==> src/rtl/core/polynomial_evaluator_defines.svh <==
// assertion macros shared by the polynomial evaluator rtl
// each macro expects clk and arst_n in scope
`ifndef POLYNOMIAL_EVALUATOR_DEFINES_SVH
`define POLYNOMIAL_EVALUATOR_DEFINES_SVH

// consequent checked in the cycle after the antecedent
`define PE_ASSERT_NEXT(lbl, ante, cons, msg) \
	lbl: assert property (@(posedge clk) disable iff (!arst_n) (ante) |=> (cons)) \
		else $error(msg);

// consequent checked in the same cycle as the antecedent
`define PE_ASSERT_NOW(lbl, ante, cons, msg) \
	lbl: assert property (@(posedge clk) disable iff (!arst_n) (ante) |-> (cons)) \
		else $error(msg);

`endif

==> src/rtl/core/polyev_pkg.sv <==
package polyev_pkg;

	// sizes of the datapath
	localparam int MAX_DEGREE = 6;
	localparam int FRAC_BITS  = 16;
	localparam int WORD_W     = 32;
	localparam int PROD_W     = 2 * WORD_W;
	localparam int COEF_SLOTS = 7;
	localparam int CSEL_W     = $clog2(COEF_SLOTS);
	localparam int DEG_W      = 3;
	localparam int IDX_W      = 4;

	typedef logic signed [WORD_W-1:0] word_t;
	typedef logic signed [PROD_W-1:0] wide_t;
	typedef logic [DEG_W-1:0]         deg_t;
	typedef logic [IDX_W-1:0]         reg_idx_t;
	typedef logic [CSEL_W-1:0]        coef_sel_t;
	typedef word_t [COEF_SLOTS-1:0]   coef_arr_t;

	// register map
	localparam reg_idx_t REG_DEGREE    = IDX_W'(0);
	localparam reg_idx_t REG_COEF_0    = IDX_W'(1);
	localparam reg_idx_t REG_COEF_LAST = IDX_W'(COEF_SLOTS);

	// saturation limits
	localparam word_t WORD_MAX = {1'b0, {(WORD_W-1){1'b1}}};
	localparam word_t WORD_MIN = {1'b1, {(WORD_W-1){1'b0}}};

	// running horner state between steps
	typedef struct packed {
		deg_t  deg;
		logic  ovf;
		word_t acc;
		word_t x;
	} horner_t;

	// state after the multiply half of a step
	typedef struct packed {
		deg_t  deg;
		logic  ovf;
		logic  on;
		word_t acc;
		word_t x;
		wide_t prod;
	} mul_t;

endpackage

==> src/rtl/core/polyev_mul.sv <==
module polyev_mul (
	input  logic                clk,
	input  logic                arst_n,
	input  logic                advance,
	input  logic                in_valid,
	input  polyev_pkg::horner_t in_data,
	input  polyev_pkg::deg_t    coef_idx,
	output logic                out_valid,
	output polyev_pkg::mul_t    out_data
);
	import polyev_pkg::*;

	logic vld_s1;
	mul_t mul_s1;

	// valid bit
	always_ff @(posedge clk or negedge arst_n) begin
		if (!arst_n) begin
			vld_s1 <= 1'b0;
		end else if (advance) begin
			vld_s1 <= in_valid;
		end
	end

	// full product of accumulator and point
	always_ff @(posedge clk) begin
		if (advance) begin
			mul_s1.deg  <= in_data.deg;
			mul_s1.ovf  <= in_data.ovf;
			mul_s1.on   <= in_data.deg > coef_idx;
			mul_s1.acc  <= in_data.acc;
			mul_s1.x    <= in_data.x;
			mul_s1.prod <= $signed(in_data.acc) * $signed(in_data.x);
		end
	end

	assign out_valid = vld_s1;
	assign out_data  = mul_s1;

endmodule

==> config.mk <==
export PLATFORM = sky130hd
export DESIGN_NAME = polyev_mul
export DESIGN_NICKNAME = d
export VERILOG_FILES = /design/src/rtl/core/polynomial_evaluator_defines.svh /design/src/rtl/core/polyev_pkg.sv /design/src/rtl/core/polyev_mul.sv
export SDC_FILE = /design/constraint.sdc
export NUM_CORES = 2
export LEC_CHECK = 0
export ABC_AREA = 1
export CAP_MARGIN = 20
export CORE_MARGIN = 4
export CORE_UTILIZATION = 38
export DETAILED_ROUTE_END_ITERATION = 7
export DONT_BUFFER_PORTS = 1
export GPL_TIMING_DRIVEN = 0
export PLACE_DENSITY_LB_ADDON = 0.2
export SYNTH_ARGS = -nofsm -noshare
export SYNTH_HDL_FRONTEND = slang
export SYNTH_SLANG_ARGS = --single-unit
==> constraint.sdc <==
create_clock -name clk -period 1.7 [get_ports clk]
set_input_delay 0.17 -clock clk [delete_from_list [all_inputs] [get_ports clk]]
set_output_delay 0.17 -clock clk [all_outputs]
set_load 0.01 [all_outputs]
==> results.json <==
{
  "status": "finished, violations left",
  "violations": "hold timing, setup timing",
  "period_share_pct": 363.4,
  "syn_nets": 6517,
  "wl_per_cell_um": 25.25,
  "async_reset_ff_share_pct": 0.7463,
  "drt-pass1-iter-count": 6,
  "rsz0062_at_grt": "true",
  "io_pins": 209,
  "holdWs_ns": -0.2498,
  "tritoncts": "built",
  "finalWirelength_mm": 176.1,
  "start_util_pct": 38.25,
  "cap_violations": 0,
  "place.gp.congestion": 0.9618,
  "synthesis.area_mm2": 0.04298,
  "cts_sinks": 134,
  "cp.required_ns": 1.99,
  "avgViaCountPerCell": 4.995,
  "ant_nets": 0,
  "num_vias": 34830,
  "area_growth_pct": 27.73,
  "fp.dieH_um": 344.3,
  "synth-edff-count": 133,
  "synth.distinct_cells": 36,
  "worst_setup_path_start_kind": "primary input",
  "synth_top_cell_area_share_pct": 50.40,
  "setup_slack_ns": -4.478,
  "synth_area_leaders": "fa_1, inv_1, nand2_1",
  "fin_nets": 6803,
  "critPathCaptureType": "flip-flop",
  "slowest_stage": "fa_2",
  "max-clock-path-buffers": 2,
  "drc_errors": 0,
  "crit_fanout": 10,
  "crit_chain": "clkbuf_8 > nand2_1 > fa_2 > buf_4 > fa_1 > inv_1 > fa_1 > fa_1 > fa_1 > fa_1 > inv_1 > fa_1 > inv_1 > fa_1 > ha_4 > nand2_4 > nor2_4 > inv_2 > nor2_4 > nand2_2 > nor3_2 > nand2_1 > nand4_1 > nand2_2",
  "grt_pass1_wl_mm": 253.8,
  "grt_pass1_vias": 36920,
  "rows": 123,
  "drive_gt1_share_pct": 24.09,
  "maxSlewViolCount": 0,
  "core_area_mm2": 0.1123,
  "drt_iter0_drc": 2769,
  "highest_layer": "met5",
  "wl_met1_mm": 67.98,
  "clock_skew_ns": 0,
  "dpl_cell_area_mm2": 0.04716,
  "max_clock_freq_mhz": 161.9,
  "tightestPinTransition_ns": 0.7183,
  "htree_levels": 4,
  "ys_ff_latch": 134,
  "clk_pin_slew_ns": 0.12,
  "synth_top_area_cell": "fa_1",
  "arrival_ns": 6.47,
  "antenna_found_initial": 10,
  "syn_area_per_cell_um2": 8.308,
  "grt.overflow.total": 0,
  "cp_common_cell": "fa_1",
  "yosysMostFrequentCell": "inv_1",
  "critPathKind": "primary input to flip-flop",
  "dp_hpwl_mm": 141.7,
  "met2_length_mm": 82.18,
  "yosys_warnings": 0,
  "setup_viol": 60,
  "die-area_mm2": 0.1185,
  "final.min_clock_period_ns": 6.178,
  "dr_wl_met3_mm": 16.05,
  "relSlewSlack_pct": 52.03,
  "die_w_um": 344.3,
  "finalHoldViolCount": 133,
  "yosys-top-cells-count": "inv_1, nand2_1, fa_1, clkbuf_1, ha_1",
  "synth_cells": 5173,
  "critPathMaxStageDelay_ns": 0.67,
  "hold_class": "primary input to flip-flop",
  "grt_max_degree": 135,
  "finish.instance_area_mm2": 0.05489,
  "n_fill_cell": 10820,
  "fin_util_pct": 48.86,
  "ctsHoldBuffers": 74,
  "cts-buffers-inserted": 17,
  "insertion_delay_ns": 0.53,
  "cts_root_buffer": "clkbuf_16",
  "ys_seq_area_share_pct": 9.351,
  "track_usage_pct": 30.45,
  "port_buffers": 0,
  "ys.flop_type": "edfxtp_1"
}
-- per-stage QoR --
stage / std cells / setup WS (ns) / TNS [ns]
after CTS: 6900 / -4.348 / -225.40
after global placement: 6673 / -5.963 / -299.13
final: 6973 / -4.478 / -230.68
after floorplan: 5173 / -4.720 / -233.35
after global routing: 6972 / -4.613 / -237.04
after detailed placement: 6674 / -6.012 / -297.70
-- metal layers --
layer  track usage [%]  up-vias
met5                 0        -
met4             13.29        6
met3             6.731      374
met2             49.22     1557
met1             39.51    18030
li1                  -    14860
-- flip-flops by register name, indices dropped and copies added, names as in the netlist --
register   count
out_data     133
out_valid      1
-- what timing repair did --
action	in CTS	in global routing
pin swaps	262	371
setup endpoints to repair	60	61
cloned	7	4
gates resized for setup	737	499
endpoints found under the hold margin	206	133
setup buffers	114	71
-- cells by family after synthesis --
family          Yosys count  share of synthesized area (%)
compound gates           96                          1.246
simple gates           1757                          16.35
xor+xnor                 38                         0.7744
flops                   134                          9.351
fa+ha+maj              1269                          55.85
mux                       1                        0.02620
buf+inv                1878                          16.40
-- layout make-up --
class                           instances  area [um2]  area share [%]
Multi-Input combinational cell       3161       36100           65.76
Inverter                             1686        6380           11.62
Sequential cell                       134        4019           7.321
Buffer                                192        3231           5.885
Timing Repair Buffer                  266        2655           4.837
Tap cell                             1500        1877           3.419
Clock buffer                           19       442.9          0.8069
Clock inverter                         13       182.7          0.3328
Timing Repair inverter                  1       6.256         0.01140
Antenna cell                            1       2.502        0.004559
-- placed cells by master (no fill, tap or decap), types with 74 or more instances in the layout --
| cell type | Yosys | final |
|---|---|---|
| inv_1 | 1681 | 1543 |
| nand2_1 | 1468 | 1195 |
| fa_1 | 1082 | 942 |
| nand2_2 | 23 | 165 |
| fa_2 | 0 | 140 |
| edfxtp_1 | 133 | 133 |
| inv_2 | 5 | 128 |
| buf_4 | 0 | 127 |
| nand2_4 | 0 | 122 |
| ha_1 | 187 | 116 |
| clkbuf_16 | 0 | 91 |
| nor2_4 | 7 | 77 |
| dlygate4sd3_1 | 0 | 74 |
-- critical path: cells and delay by family --
kind	cells	cell delay [ns]
adders and majority gates	9	4.61
and+or+nand+nor	9	1.07
buffers and inverters	6	0.60
-- final timing paths --
path / startpoint / end / slack, ns / cells past startpoint
min in group asynchronous: arst_n / out_valid / 0.40 / 2
setup / recovery: in_data[19] / out_data[53] / -4.48 / 24
setup reg to reg: out_valid / out_valid / 0.31 / 2
max in group asynchronous: arst_n / out_valid / 1.19 / 2
hold / removal: advance / out_data[74] / -0.25 / 0
hold reg to reg: out_valid / out_valid / 1.18 / 2
Power is left out: the tool's default activity adds up to more than one toggle a clock period on the data nets, which glitch-free logic cannot reach.
