`config.mk`:
```
export PLATFORM = sky130hd
export DESIGN_NAME = polyev_regs
export DESIGN_NICKNAME = d
export VERILOG_FILES = /design/src/rtl/core/polynomial_evaluator_defines.svh /design/src/rtl/core/polyev_pkg.sv /design/src/rtl/core/polyev_regs.sv
export SDC_FILE = /design/constraint.sdc
export NUM_CORES = 1
export LEC_CHECK = 0
export ABC_AREA = 1
export BUFFER_PORTS_ARGS = -buffer_cell sky130_fd_sc_hd__buf_2
export CELL_PAD_IN_SITES_DETAIL_PLACEMENT = 0
export CELL_PAD_IN_SITES_GLOBAL_PLACEMENT = 2
export CORE_MARGIN = 2
export CORE_UTILIZATION = 33
export CTS_BUF_LIST = sky130_fd_sc_hd__clkbuf_4 sky130_fd_sc_hd__clkbuf_8 sky130_fd_sc_hd__clkbuf_16
export CTS_CLUSTER_DIAMETER = 100
export DETAILED_ROUTE_END_ITERATION = 7
export PLACE_DENSITY_LB_ADDON = 0.1
export RECOVER_POWER = 50
export SLEW_MARGIN = 25
export SYNTH_ARGS = -nofsm -noshare
export SYNTH_HDL_FRONTEND = slang
export SYNTH_SLANG_ARGS = --single-unit
```
`constraint.sdc`:
```
create_clock -name clk -period 1.45 [get_ports clk]
set_clock_uncertainty 0.05 [all_clocks]
set_input_delay 0.29 -clock clk [delete_from_list [all_inputs] [get_ports clk]]
set_output_delay 0.29 -clock clk [all_outputs]
set_load 0.02 [all_outputs]
```
`src/rtl/core/polynomial_evaluator_defines.svh`:
```
// assertion macros shared by the polynomial evaluator rtl
// each macro expects clk and arst_n in scope
`ifndef POLYNOMIAL_EVALUATOR_DEFINES_SVH
`define POLYNOMIAL_EVALUATOR_DEFINES_SVH

// consequent checked in the cycle after the antecedent
`define PE_ASSERT_NEXT(lbl, ante, cons, msg) \
	lbl: assert property (@(posedge clk) disable iff (!arst_n) (ante) |=> (cons)) \
		else $error(msg);

// consequent checked in the same cycle as the antecedent
`define PE_ASSERT_NOW(lbl, ante, cons, msg) \
	lbl: assert property (@(posedge clk) disable iff (!arst_n) (ante) |-> (cons)) \
		else $error(msg);

`endif

```
`src/rtl/core/polyev_pkg.sv`:
```
package polyev_pkg;

	// sizes of the datapath
	localparam int MAX_DEGREE = 6;
	localparam int FRAC_BITS  = 16;
	localparam int WORD_W     = 32;
	localparam int PROD_W     = 2 * WORD_W;
	localparam int COEF_SLOTS = 7;
	localparam int CSEL_W     = $clog2(COEF_SLOTS);
	localparam int DEG_W      = 3;
	localparam int IDX_W      = 4;

	typedef logic signed [WORD_W-1:0] word_t;
	typedef logic signed [PROD_W-1:0] wide_t;
	typedef logic [DEG_W-1:0]         deg_t;
	typedef logic [IDX_W-1:0]         reg_idx_t;
	typedef logic [CSEL_W-1:0]        coef_sel_t;
	typedef word_t [COEF_SLOTS-1:0]   coef_arr_t;

	// register map
	localparam reg_idx_t REG_DEGREE    = IDX_W'(0);
	localparam reg_idx_t REG_COEF_0    = IDX_W'(1);
	localparam reg_idx_t REG_COEF_LAST = IDX_W'(COEF_SLOTS);

	// saturation limits
	localparam word_t WORD_MAX = {1'b0, {(WORD_W-1){1'b1}}};
	localparam word_t WORD_MIN = {1'b1, {(WORD_W-1){1'b0}}};

	// running horner state between steps
	typedef struct packed {
		deg_t  deg;
		logic  ovf;
		word_t acc;
		word_t x;
	} horner_t;

	// state after the multiply half of a step
	typedef struct packed {
		deg_t  deg;
		logic  ovf;
		logic  on;
		word_t acc;
		word_t x;
		wide_t prod;
	} mul_t;

endpackage

```
`src/rtl/core/polyev_regs.sv`:
```
module polyev_regs (
	input  logic                  clk,
	input  logic                  arst_n,
	input  logic                  cfg_we,
	input  polyev_pkg::reg_idx_t  cfg_index,
	input  polyev_pkg::word_t     cfg_data,
	output polyev_pkg::deg_t      degree,
	output polyev_pkg::coef_arr_t coef
);
	import polyev_pkg::*;

	deg_t      degree_q;
	coef_arr_t coef_q;
	coef_sel_t slot_off;

	assign slot_off = coef_sel_t'(cfg_index - REG_COEF_0);

	// register writes, unknown indexes dropped
	always_ff @(posedge clk or negedge arst_n) begin
		if (!arst_n) begin
			degree_q <= '0;
			coef_q   <= '0;
		end else if (cfg_we) begin
			if (cfg_index == REG_DEGREE) begin
				degree_q <= cfg_data[DEG_W-1:0];
			end else if (cfg_index >= REG_COEF_0 && cfg_index <= REG_COEF_LAST) begin
				coef_q[slot_off] <= cfg_data;
			end
		end
	end

	// cap degree at the pipeline depth
	assign degree = (degree_q > deg_t'(MAX_DEGREE)) ? deg_t'(MAX_DEGREE) : degree_q;
	assign coef   = coef_q;

endmodule

```
==> results.json <==
{
  "grt_setup_unrepaired": "true",
  "syn-cell-area_mm2": 0.00924,
  "period_share_pct": 106,
  "hpwlAfterDp_mm": 21.6,
  "cts.path.max_buffers": 3,
  "gr-total-overflow": 0,
  "routedWlPerCell_um": 19.2,
  "start_util_pct": 33.4,
  "criticalPathCategory": "reg2out",
  "hold_path_class": "in2reg",
  "switching_share_pct": 35.8,
  "nFillCells": 2802,
  "cts_tree": "yes",
  "ant_nets": 0,
  "wl_met3_mm": 2.28,
  "die_x_um": 171,
  "gp_congestion": 0.753,
  "p_comb_share_pct": 32.5,
  "num_io_pins": 266,
  "setup_tns_ns": -0.195,
  "met2_length_mm": 15.0,
  "wl_mm": 32.6,
  "synth_seq_cells": 227,
  "antenna_found_initial": 2,
  "synth_cell_type_count": 18,
  "clkPwrFrac_pct": 27.6,
  "clkSinkCount": 227,
  "drt_drc_violations_left": 0,
  "startpoint_type": "flop",
  "synth_top_area_share_pct": 61.5,
  "core-area_mm2": 0.0277,
  "rows": 61,
  "vias_per_cell": 4.69,
  "postSynthAreaPerCell_um2": 9.12,
  "portBuffers": 265,
  "intPower_mw": 14.7,
  "die_h_um": 171,
  "power_density_mw_per_mm2": 1810,
  "hold_violations": 0,
  "vias": 7990,
  "worstPathRequired_ns": 1.11,
  "insertion_delay_ns": 0.52,
  "ys_seq_area_share_pct": 61.5,
  "fin_crit_ns": 1.54,
  "yosysWarningCount": 0,
  "power.share.sequential_pct": 39.9,
  "finalNetCount": 1349,
  "grt_max_degree": 44,
  "path_max_fanout": 2,
  "synth_area_leaders": "dfrtp_1 (61%), nand2_1 (19%), nand3_1 (7.0%)",
  "clock-root-buffer": "clkbuf_16",
  "dieArea_mm2": 0.0294,
  "yosys.area.top_type": "dfrtp_1",
  "failed_checks": "setup timing",
  "met1_length_mm": 14.7,
  "drive_above_1_share_pct": 30.0,
  "grt_pass1_wl_mm": 48.9,
  "setup_viol": 5,
  "power.switching_mw": 8.20,
  "area_delta_synth_final_pct": 36.8,
  "numCtsBuffers": 26,
  "drv_slew": 0,
  "synthCells": 1013,
  "slew_headroom_pct": 26.3,
  "routed.top_layer": "met5",
  "syn_nets": 1053,
  "p_leak_nw": 6.89,
  "status": "finished, violations left",
  "htreeDepth": 1,
  "ir_drop_v": 0.000868,
  "tightest_slew_ns": 1.11,
  "clk_pin_slew_ns": 0.06,
  "fmax_mhz": 650,
  "endpoint_kind": "output port",
  "setup_ws_ns": -0.0880,
  "globalRouteTotalUtil_pct": 22.1,
  "drt_iter0_drc": 542,
  "p_total_mw": 22.9,
  "dr.pass1.iters": 6,
  "drv_cap": 0,
  "grt_pass1_vias": 7873,
  "worstPathArrival_ns": 1.20
}
through the flow:
| stage | util (%) | area, um2 | setup slack [ns] | hold WS [ns] | std cells |
|---|---|---|---|---|---|
| finish | 45.6 | 12600 | -0.0880 | 0.0313 | 1702 |
| CTS | 44.3 | 12300 | -0.107 | 0.0141 | 1679 |
| floorplan | - | 9260 | 0.0208 | -0.0556 | 1013 |
| detailed placement | 40.5 | 11200 | -0.235 | 0.162 | 1632 |
| global route | 45.6 | 12600 | -0.163 | 0.0373 | 1701 |
| global placement | 40.5 | 11200 | -0.215 | 0.163 | 1632 |
critical path: stages (launching register included):
cell and delay [ns]:
dfrtp_1 0.38, a21boi_1 0.14, buf_4 0.16
layout by cell type (no fill, tap or decap):
master         Yosys  routed
inv_2              2       2
buf_12             0      17
clkbuf_4           0      11
nand3_2            2       1
dfrtp_1          227     227
clkbuf_2           4       1
nand3_1          130     131
clkinv_2           0       3
inv_1              7       7
diode_2            0       1
nand2_2            4       4
a21boi_1           0       1
nand3_4            1       1
buf_6             21      76
nor2_4             3       5
nor2_1             0       1
buf_2             21     174
clkbuf_1          14       1
buf_4             14      68
nand2_1          457     457
nor2_2             5       2
clkbuf_16          0      27
ha_1               1       1
clkbuf_8           0       5
o21ai_0           99      99
dlygate4sd3_1      0       1
layout make-up:
cell class / instances / area, um2 / share of cell area [%]
timing repair buffer: 342 / 2630 / 20.8
multi-input combinational: 703 / 3010 / 23.8
antenna: 1 / 2.50 / 0.0198
clock inverter: 3 / 15.0 / 0.119
sequential: 227 / 5680 / 44.9
tap: 378 / 473 / 3.74
inverter: 9 / 33.8 / 0.267
clock buffer: 39 / 797 / 6.31
state kept, by name (all words and copies together), names as in the netlist:
name and cells:
coef 224, degree_q 3
synth_stat cells:
cell type    n
a21boi_0     1
buf_2       21
buf_4       14
buf_6       21
clkbuf_1    14
clkbuf_2     4
dfrtp_1    227
ha_1         1
inv_1        7
inv_2        2
nand2_1    457
nand2_2      4
nand3_1    130
nand3_2      2
nand3_4      1
nor2_2       5
nor2_4       3
o21ai_0     99
routing by layer:
layer  track usage [%]  vias to the layer above
li1                  -                     3826
met3              5.18                       43
met1              31.1                     3883
met4              4.97                        2
met2              34.6                      236
met5                 0                        -
path summary, 6_finish.rpt:
path	start	end	slack [ns]	cells past startpoint
worst max-delay path	degree_q[2]	degree[0]	-0.09	2
max in group asynchronous	arst_n	coef[61]	0.08	3
worst min register to register	coef[91]	coef[91]	0.41	2
min in group asynchronous	arst_n	coef[90]	0.46	2
worst min-delay path	cfg_data[31]	coef[191]	0.03	3
worst max register to register	coef[117]	coef[117]	0.52	4
power by group through the flow:
stage | Clock [mW] | Combinational, mW | Sequential [mW]
2_1_floorplan | 0 | 1.61 | 11.1
3_3_place_gp | 0 | 6.49 | 9.12
3_5_place_dp | 0 | 6.56 | 9.11
4_1_cts | 6.50 | 6.91 | 9.08
5_1_grt | 6.75 | 8.11 | 9.31
6_report | 6.33 | 7.44 | 9.14
kinds of logic after synthesis:
group	Yosys count	synth area share [%]
fa+ha+maj	1	0.135
flops	227	61.5
buf+inv	83	5.98
compound gates	100	5.44
simple gates	602	27.0
repair_timing:
| action | in CTS | in global routing |
|---|---|---|
| pin swaps | 1 | 1 |
| setup buffers | 4 | 22 |
| endpoints found under the setup margin | 33 | 82 |
| gates cloned | 0 | 0 |
| hold buffers | 1 | 0 |
| endpoints found under the hold margin | 227 | 0 |
| gates resized for setup | 69 | 114 |
Note: power is estimated with default switching activity, not from simulation.
